File: config.mk
export PLATFORM = sky130hd
export DESIGN_NAME = piecewise_linear_curve
export DESIGN_NICKNAME = d
export VERILOG_FILES = /design/src/rtl/pwl_pkg.sv /design/src/rtl/pwl_mem.sv /design/src/rtl/pwl_interp.sv /design/src/rtl/piecewise_linear_curve.sv
export SDC_FILE = /design/constraint.sdc
export NUM_CORES = 2
export LEC_CHECK = 0
export BUFFER_PORTS_ARGS = -buffer_cell sky130_fd_sc_hd__buf_4
export CORE_ASPECT_RATIO = 1.1
export CORE_MARGIN = 1.5
export CORE_UTILIZATION = 30
export DETAILED_ROUTE_END_ITERATION = 8
export GPL_ROUTABILITY_DRIVEN = 1
export REMOVE_ABC_BUFFERS = 1
export SLEW_MARGIN = 10
export SYNTH_ARGS = -nofsm -noshare
export SYNTH_HDL_FRONTEND = slang
export SYNTH_SLANG_ARGS = --single-unit
File: constraint.sdc
create_clock -name clk -period 9.4 [get_ports clk]
set_input_delay 1.41 -clock clk [delete_from_list [all_inputs] [get_ports clk]]
set_output_delay 1.41 -clock clk [all_outputs]
set_load 0.02 [all_outputs]
File: src/rtl/pwl_pkg.sv
// Shared constants, types and segment tables for the piecewise-linear curve.
`timescale 1ns / 1ps
`default_nettype none

package pwl_pkg;

  localparam int NUM_POINTS  = 32;
  localparam int IDX_W       = $clog2(NUM_POINTS);
  localparam int POS_W       = 13;
  localparam int VAL_W       = 16;
  localparam int OFF_W       = 10;   // widest segment is 1000 positions
  localparam int WID_W       = 10;
  localparam int RECIP_W     = 22;
  localparam int RECIP_SHIFT = 26;
  localparam int MAG_W       = 26;   // |(v1-v0)*offset| < 2^26
  localparam int PROD_W      = 28;
  localparam int QUO_W       = 22;
  localparam int REM_W       = 11;   // remainder before correction < 2*width
  localparam int SUM_W       = 24;

  localparam logic [POS_W-1:0] TOP_LEVEL = 13'd5700;

  // Fixed breakpoint positions; also the reset content of the value store.
  localparam logic [POS_W-1:0] BP_POS [NUM_POINTS] = '{
    13'd20,   13'd40,   13'd60,   13'd80,   13'd100,
    13'd120,  13'd140,  13'd160,  13'd180,  13'd200,
    13'd250,  13'd300,  13'd350,  13'd400,  13'd450,  13'd500,
    13'd600,  13'd700,  13'd800,  13'd900,  13'd1000,
    13'd1200, 13'd1400, 13'd1600, 13'd1800, 13'd2000,
    13'd2500, 13'd3000, 13'd3500, 13'd4000,
    13'd5000, 13'd5700
  };

  typedef logic [IDX_W-1:0] idx_t;
  typedef logic [VAL_W-1:0] val_t;

  // Segment request handed from the front end to the interpolator.
  // seg is the index of the upper breakpoint; seg 0 starts from zero.
  typedef struct packed {
    logic             top;
    logic [IDX_W-1:0] seg;
    logic [OFF_W-1:0] offset;
  } seg_req_t;

  // Lower end of a segment
  function automatic logic [POS_W-1:0] seg_base(input logic [IDX_W-1:0] seg);
    logic [POS_W-1:0] b;
    b = '0;
    if (seg != '0) b = BP_POS[seg - 1'b1];
    return b;
  endfunction

  // Segment width
  function automatic logic [WID_W-1:0] seg_width(input logic [IDX_W-1:0] seg);
    logic [WID_W-1:0] w;
    case (seg) inside
      [5'd0:5'd9]:   w = 10'd20;
      [5'd10:5'd15]: w = 10'd50;
      [5'd16:5'd20]: w = 10'd100;
      [5'd21:5'd25]: w = 10'd200;
      [5'd26:5'd29]: w = 10'd500;
      5'd30:         w = 10'd1000;
      default:       w = 10'd700;   // last segment, 5000 to top
    endcase
    return w;
  endfunction

  // floor(2^26 / width) per segment
  function automatic logic [RECIP_W-1:0] seg_recip(input logic [IDX_W-1:0] seg);
    logic [RECIP_W-1:0] r;
    case (seg) inside
      [5'd0:5'd9]:   r = 22'd3355443;
      [5'd10:5'd15]: r = 22'd1342177;
      [5'd16:5'd20]: r = 22'd671088;
      [5'd21:5'd25]: r = 22'd335544;
      [5'd26:5'd29]: r = 22'd134217;
      5'd30:         r = 22'd67108;
      default:       r = 22'd95869;   // last segment, width 700
    endcase
    return r;
  endfunction

endpackage

`default_nettype wire

File: src/rtl/pwl_mem.sv
// Breakpoint value store: one write port, two registered read ports.
`timescale 1ns / 1ps
`default_nettype none

module pwl_mem (
  input  wire logic          clk,
  input  wire logic          rst,
  input  wire logic          we,
  input  wire pwl_pkg::idx_t waddr,
  input  wire pwl_pkg::val_t wdata,
  input  wire pwl_pkg::idx_t raddr_a,
  input  wire pwl_pkg::idx_t raddr_b,
  output pwl_pkg::val_t      rdata_a,
  output pwl_pkg::val_t      rdata_b
);
  import pwl_pkg::*;

  val_t                  mem [NUM_POINTS];
  logic [NUM_POINTS-1:0] written;

  // Valid bit is set when an entry is written; reset clears all bits
  always_ff @(posedge clk) begin
    if (rst) begin
      written <= '0;
    end else if (we) begin
      written[waddr] <= 1'b1;
    end
  end

  always_ff @(posedge clk) begin
    if (we) begin
      mem[waddr] <= wdata;
    end
  end

  // Unwritten entries read as their breakpoint position
  always_ff @(posedge clk) begin
    rdata_a <= written[raddr_a] ? mem[raddr_a] : VAL_W'(BP_POS[raddr_a]);
    rdata_b <= written[raddr_b] ? mem[raddr_b] : VAL_W'(BP_POS[raddr_b]);
  end

endmodule

`default_nettype wire

File: src/rtl/pwl_interp.sv
// Interpolation datapath: multiply, reciprocal divide and floor correction.
`timescale 1ns / 1ps
`default_nettype none

module pwl_interp (
  input  wire logic              clk,
  input  wire logic              rst,
  input  wire logic              start,
  input  wire pwl_pkg::seg_req_t req,
  input  wire pwl_pkg::val_t     v_lo,
  input  wire pwl_pkg::val_t     v_hi,
  output logic                   done,
  output pwl_pkg::val_t          result
);
  import pwl_pkg::*;

  logic v1, v2, v3;

  // stage 1 registers
  logic signed [PROD_W-1:0] prod1;
  val_t                     vlo1;
  logic [IDX_W-1:0]         seg1;
  logic                     top1;
  // stage 2 registers
  logic [MAG_W-1:0]         mag2;
  logic [QUO_W-1:0]         q0_2;
  logic                     neg2;
  val_t                     vlo2;
  logic [IDX_W-1:0]         seg2;
  logic                     top2;
  // stage 3 registers
  logic [REM_W-1:0]         rem3;
  logic [QUO_W-1:0]         q0_3;
  logic                     neg3;
  val_t                     vlo3;
  logic [IDX_W-1:0]         seg3;
  logic                     top3;

  val_t                     vlo_eff;
  logic signed [VAL_W:0]    diff;
  logic signed [PROD_W-1:0] prod_c;
  logic [PROD_W-1:0]        abs_c;
  logic [47:0]              mr_c;
  logic [31:0]              qw_c;
  logic [31:0]              rem_full;
  logic [WID_W-1:0]         w3;
  logic                     ge;
  logic [REM_W-1:0]         r_fix;
  logic [SUM_W-1:0]         q_mag;
  logic [SUM_W-1:0]         quot;
  logic [SUM_W-1:0]         sum;

  // Valid chain
  always_ff @(posedge clk) begin
    if (rst) begin
      v1 <= 1'b0;
      v2 <= 1'b0;
      v3 <= 1'b0;
    end else begin
      v1 <= start;
      v2 <= v1;
      v3 <= v2;
    end
  end

  // Stage 1: slope times offset; below the first breakpoint start from zero
  always_comb begin
    vlo_eff = (req.seg == '0) ? '0 : v_lo;
    diff    = $signed({1'b0, v_hi}) - $signed({1'b0, vlo_eff});
    prod_c  = diff * $signed({1'b0, req.offset});
  end

  always_ff @(posedge clk) begin
    prod1 <= prod_c;
    vlo1  <= vlo_eff;
    seg1  <= req.seg;
    top1  <= req.top;
  end

  // Stage 2: magnitude times reciprocal gives a quotient estimate
  always_comb begin
    abs_c = prod1[PROD_W-1] ? PROD_W'(-prod1) : PROD_W'(prod1);
    mr_c  = 48'(abs_c[MAG_W-1:0]) * 48'(seg_recip(seg1));
  end

  always_ff @(posedge clk) begin
    mag2 <= abs_c[MAG_W-1:0];
    q0_2 <= mr_c[RECIP_SHIFT +: QUO_W];
    neg2 <= prod1[PROD_W-1];
    vlo2 <= vlo1;
    seg2 <= seg1;
    top2 <= top1;
  end

  // Stage 3: remainder of the estimate, below twice the width
  always_comb begin
    qw_c     = 32'(q0_2) * 32'(seg_width(seg2));
    rem_full = 32'(mag2) - qw_c;
  end

  always_ff @(posedge clk) begin
    rem3 <= rem_full[REM_W-1:0];
    q0_3 <= q0_2;
    neg3 <= neg2;
    vlo3 <= vlo2;
    seg3 <= seg2;
    top3 <= top2;
  end

  // Correction, floor toward minus infinity, add the lower value
  always_comb begin
    w3    = seg_width(seg3);
    ge    = rem3 >= REM_W'(w3);
    r_fix = ge ? (rem3 - REM_W'(w3)) : rem3;
    q_mag = SUM_W'(q0_3) + SUM_W'(ge) + SUM_W'(neg3 && (r_fix != '0));
    quot  = neg3 ? (~q_mag + 1'b1) : q_mag;
    sum   = SUM_W'(vlo3) + quot;
  end

  assign done   = v3;
  assign result = top3 ? VAL_W'(TOP_LEVEL) : sum[VAL_W-1:0];

endmodule

`default_nettype wire

File: src/rtl/piecewise_linear_curve.sv
// Piecewise-linear dimming curve: top level with input decode and result buffer.
//
// Input channel (in_valid/in_ready) carries one beat per item. kind 0 loads
// point_value into breakpoint point_index and gives no result; kind 1 evaluates
// the curve at position and gives one beat on the output channel
// (out_valid/out_ready) with the level.
// An evaluate beat passes the value read, multiply, reciprocal multiply,
// remainder, then the output register before its level shows on the output.
// One evaluate is in flight at a time; the next item may be accepted in the
// cycle the result is written, so a new evaluate is not taken before the last
// one is through. A load is accepted only when the datapath is idle or done.
// Reset clears the output and all breakpoint valid bits at once, so every
// value reads back as its breakpoint position (identity curve); no clearing
// pass is needed.
// When the receiver stalls, a finished level waits in the output register and
// a second one in a holding register; input is also refused while that is full.
`timescale 1ns / 1ps
`default_nettype none

module piecewise_linear_curve (
  input  wire logic        clk,
  input  wire logic        rst,
  input  wire logic        in_valid,
  output logic             in_ready,
  input  wire logic        kind,
  input  wire logic [4:0]  point_index,
  input  wire logic [15:0] point_value,
  input  wire logic [12:0] position,
  output logic             out_valid,
  input  wire logic        out_ready,
  output logic [15:0]      level
);
  import pwl_pkg::*;

  logic       accept;
  logic       eval_acc;
  logic       load_acc;
  logic       busy;
  logic       fetch;
  seg_req_t   req_c;
  seg_req_t   req;
  idx_t       seg_c;
  val_t       rd_lo;
  val_t       rd_hi;
  logic       done;
  val_t       res;
  logic       pend_valid;
  val_t       pend_level;
  logic       out_free;
  logic       from_pend;
  logic       from_res;
  logic       to_pend;

  assign accept   = in_valid && in_ready;
  assign eval_acc = accept && kind;
  assign load_acc = accept && !kind;

  // Segment search over the fixed positions: upper breakpoint index
  always_comb begin
    seg_c = '0;
    for (int i = 0; i < NUM_POINTS - 1; i++) begin
      if (position >= BP_POS[i]) seg_c = IDX_W'(i + 1);
    end
    req_c.seg    = seg_c;
    req_c.top    = position >= TOP_LEVEL;
    req_c.offset = OFF_W'(position - seg_base(seg_c));
  end

  pwl_mem u_mem (
    .clk     (clk),
    .rst     (rst),
    .we      (load_acc),
    .waddr   (point_index),
    .wdata   (point_value),
    .raddr_a (seg_c - 1'b1),
    .raddr_b (seg_c),
    .rdata_a (rd_lo),
    .rdata_b (rd_hi)
  );

  // Segment request lines up with the registered read data
  always_ff @(posedge clk) begin
    if (eval_acc) req <= req_c;
  end

  always_ff @(posedge clk) begin
    if (rst) begin
      fetch <= 1'b0;
      busy  <= 1'b0;
    end else begin
      fetch <= eval_acc;
      if (eval_acc) busy <= 1'b1;
      else if (done) busy <= 1'b0;
    end
  end

  pwl_interp u_interp (
    .clk    (clk),
    .rst    (rst),
    .start  (fetch),
    .req    (req),
    .v_lo   (rd_lo),
    .v_hi   (rd_hi),
    .done   (done),
    .result (res)
  );

  // Output register with one holding slot behind it
  assign out_free  = !out_valid || out_ready;
  assign from_pend = pend_valid && out_free;
  assign from_res  = done && !pend_valid && out_free;
  assign to_pend   = done && !pend_valid && !out_free;

  assign in_ready = (!busy || done) && !pend_valid && !to_pend;

  always_ff @(posedge clk) begin
    if (rst) begin
      out_valid  <= 1'b0;
      pend_valid <= 1'b0;
    end else begin
      if (from_pend || from_res) out_valid <= 1'b1;
      else if (out_ready) out_valid <= 1'b0;
      if (from_pend) pend_valid <= 1'b0;
      else if (to_pend) pend_valid <= 1'b1;
    end
  end

  always_ff @(posedge clk) begin
    if (from_pend) level <= pend_level;
    else if (from_res) level <= res;
    if (to_pend) pend_level <= res;
  end

endmodule

`default_nettype wire

==> impl_summary.md <==
Timing
The maximum frequency from static timing analysis is 110.9 MHz. The slack of the critical path is 0.3838 ns. Counting I/O delays and the setup requirement, the final critical path takes 9.016 ns.

For the final database, setup skew stands at 0.03373 ns. The max-slew violation count is 0. The slew at the pin closest to its max-slew limit is 1.319 ns.

In this run the tightest slew margin relative to its limit is 9.824%. The final count of negative-setup-slack endpoints is 0. The post-route clock period utilization is 95.92%. Summed over all failing endpoints, the final setup total negative slack is 0 ns.

The number of endpoints with negative hold slack in the final report is 0.

Setup path
The largest fanout on the critical path is 4. The master of the slowest instance on the critical path is or4_1. The startpoint kind of the worst setup timing path is a register. The type of the setup path with the least slack is register to register. On the worst path, the slowest cell contributes a delay of 0.54 ns. The destination of the worst register-to-register timing path is u_interp.q0_2[15]. The number of cells on the worst reg-to-reg path is 32.

The startpoint of the most critical register-to-register path is u_interp.prod1[5]. The setup slack of the most critical reg-to-reg path is 0.38 ns. Among the stages of the critical path, the cell type that occurs most often is fa_1. The data required time of the critical path is 10.00 ns. The critical path data arrival time is 9.62 ns. STA classifies the critical path endpoint as a register.

Floorplan
The initial standard-cell utilization of the core is 30.20%. The floorplan step set the die width to 435.8 um. After floorplanning, the core was divided into 174 placement rows.

The die is 479.0 um tall. The core footprint is 204600 um2. The floorplan step defined a die boundary enclosing 208700 um2. The I/O pin count is 57.

Logic synthesis
Ranked by total cell area, the synthesized netlist is headed by edfxtp_1, fa_1, dfxtp_1, ha_1, nand2_1. The share of synthesized area in the top cell type comes to 27.21%. The share of flip-flops with an asynchronous set or reset is 0%.

The cell area after synthesis is 61800 um2. For this run, the number of Yosys warnings is 0. The combinational family with the most area after synthesis is adder cells. The synthesized area divided by synthesized cell count is 10.48 um2. Counting flops and latches in the post-synthesis netlist gives 780. The synthesized instance count is 5898. The number of enable-type register cells in the synthesized netlist is 560. The post-synthesis compound-gate area fraction is 8.442%. The largest total area in the synthesized netlist belongs to edfxtp_1.

After synthesis, flip-flops and latches occupy 34.34% of the total area. The most used flip-flop cell after synthesis is edfxtp_1. The netlist uses 93 different library cells. Summing the areas of all fa, ha and maj instances in the mapped netlist gives 26.63% of the synthesized area. The area fraction in and, or, nand and nor cells after synthesis is 12.51%. The XOR/XNOR share of the synthesized area is 2.608%. The portion of netlist area occupied by mux cells is 8.309%.

Drt
The per-cell routed wire length is 22.17 um. The number of optimization iterations in the first detailed-route pass is 6. The number of nets still failing antenna checks after routing is 0.

For this block, the via count after detailed routing is 45.26k. Using the TritonRoute via totals, the vias-per-cell ratio works out to 5.183. For this block, the routed nets add up to 193.6 mm of wire. In this run, the number of DRC markers left after iteration 0 of detailed routing was 4924. The number of remaining DRC errors is 0.

Worst hold path
The startpoint identified for the worst hold timing path is u_interp.q0_2[13]. The worst hold path passes through 0 cells. The endpoint of the worst hold-timing path is u_interp.q0_3[13]. The path class of the tightest hold or removal check is register to register.

Final layout
Leaving out fill and tap cells, the most frequent cell in the layout is nand2_1. The signed area change from the synthesized netlist to the final layout is 11.51%. For this run, the share of the core covered by cells in the final layout is 33.67%. The number of standard cells in the final layout excluding fillers is 8732. In the layout the commonest cells are nand2_1, inv_1, fa_1.

The net count of the finished layout is 6907. Of the cells placed in the final design, the portion with a size suffix greater than 1 is 10.64%.

Clocking
Clock latency on the worst-skew pair, taken at its later pin, is 0.70 ns. In this run, CTS created clock tree buffers numbering 82. The clock tree synthesis step divided the H-tree into 3 levels. The longest clock path from root to sink contains 3 buffers. TritonCTS built the clock tree. The tree built by TritonCTS fans out to 780 sinks. After clock tree synthesis, the clock-pin slew on the worst setup and hold paths is 0.06 ns. The tree is rooted in a clkbuf_16.

Global route
The number of global-route vias before repair was 46.59k. The largest net degree at the start of global routing is 134. The number of antenna violations at the first check in global routing is 18. The leftover overflow at the end of global routing is 0. The first global-routing pass estimated 291.2 mm of wire.

The overall routing resource usage is 18.31%.

Placement
Before CTS, the worst setup slack after placement is -0.1162 ns. Routability-driven placement finished with a final weighted congestion of 0.9739. Once detailed placement completed, the half-perimeter wirelength came to 139.2 mm.

The total of buffers placed on input and output ports is 56. After detailed placement, the design holds a cell count of 8570.

Run status
The flow ran to the end, and the final reports show no timing, DRC or antenna violations.

Job
The tool flagged a number of max-cap violations equal to 0.
-- registers in the layout (all words and copies together), names as in the netlist, 16 cells and up --
signal / cells
u_interp.q0_2: 16
u_interp.q0_3: 16
u_mem.rdata_a: 16
u_interp.prod1: 27
u_mem.rdata_b: 16
u_interp.vlo3: 16
u_interp.vlo2: 16
u_mem.mem: 512
u_mem.written: 32
u_interp.vlo1: 16
level: 16
pend_level: 16
req: 16
-- Yosys cell counts, types with 10 or more instances --
cell type,number
xnor2_1,116
nor4_1,10
or2_2,10
nand2_1,839
nor3_1,65
o21ai_0,121
nand4_1,11
dfxtp_1,220
ha_1,313
nand4b_1,12
mux4_2,127
a221oi_1,19
a32oi_1,16
or3_1,21
inv_1,811
a21oi_1,162
o21bai_1,11
edfxtp_1,560
a2111oi_0,15
a21boi_0,37
buf_2,39
fa_1,626
and2_1,122
o21a_1,19
a31oi_1,31
o31a_1,11
o31ai_1,17
a21o_1,29
a32o_1,12
o211ai_1,23
buf_1,31
nand2b_1,30
mux2_2,30
nand3_1,147
and3_1,27
clkbuf_1,210
xor2_1,68
buf_4,18
a311oi_1,43
nor2_1,414
o22ai_1,31
a211oi_1,49
nor2b_1,39
mux2i_1,191
-- area by class of cell --
| cell class | count | area [um2] |
|---|---|---|
| fill | 20655 | 135700 |
| sequential | 780 | 21220 |
| timing repair buffer | 255 | 2014 |
| multi-input combinational | 3992 | 36530 |
| inverter | 818 | 3083 |
| clock buffer | 103 | 2215 |
| tap | 2728 | 3413 |
| clock inverter | 48 | 415.4 |
| antenna | 8 | 20.02 |
-- worst max path at each step --
stage	startpoint	to	slack (ns)	cells past startpoint
4_1_cts	u_interp.prod1[1]	u_interp.q0_2[15]	0.04	33
6_report	u_interp.prod1[5]	u_interp.q0_2[15]	0.38	32
5_1_grt	u_interp.prod1[5]	u_interp.q0_2[13]	-0.04	33
3_3_place_gp	u_interp.prod1[1]	u_interp.q0_2[15]	-0.03	33
3_5_place_dp	u_interp.prod1[0]	u_interp.q0_2[15]	-0.12	33
2_1_floorplan	position[4]	req[9]	-9.92	21
-- layer usage --
| metal | part of all wire, % | GRT usage (%) | vias to the layer above |
|---|---|---|---|
| met4 | 5.2 | 9.086 | 10 |
| li1 | - | - | 19920 |
| met5 | 0.033 | 0 | - |
| met3 | 7.3 | 2.581 | 444 |
| met2 | 48 | 30.56 | 2049 |
| met1 | 40 | 23.20 | 22833 |
-- kinds of logic after synthesis --
family | Yosys count
AO/OA/AOI/OAI | 751
XOR/XNOR | 184
adder cells (fa/ha/maj) | 940
buffers and inverters | 1126
flip-flops | 780
multiplexers | 350
AND/OR/NAND/NOR | 1767
-- metrics by stage --
stage / hold WS [ns] / cell area (um2)
after floorplan: 0.3096 / 60450
after global placement: 0.3124 / 66120
after detailed placement: 0.3121 / 66130
after CTS: 0.3219 / 68770
after global routing: 0.3307 / 68900
final: 0.3210 / 68910
-- worst max-delay path, delay by kind of cell (launching register included) --
kind | cells | cell delay [ns]
DFF | 1 | 0.31
AOI/OAI and AO/OA | 8 | 1.75
xor gates and xnor gates | 2 | 0.38
buffers and inverters | 6 | 0.62
and+or+nand+nor | 8 | 2.10
adders and majority gates | 8 | 3.75
-- timing repair --
item                       CTS  global route
gates resized for setup      2            22
hold buffers                 0             0
pin swaps                    0             5
setup endpoints to repair    4             9
buffers inserted             0             3
Power is not shown: default switching activity piles up to over one toggle a cycle in this logic, so the estimate is an artifact.
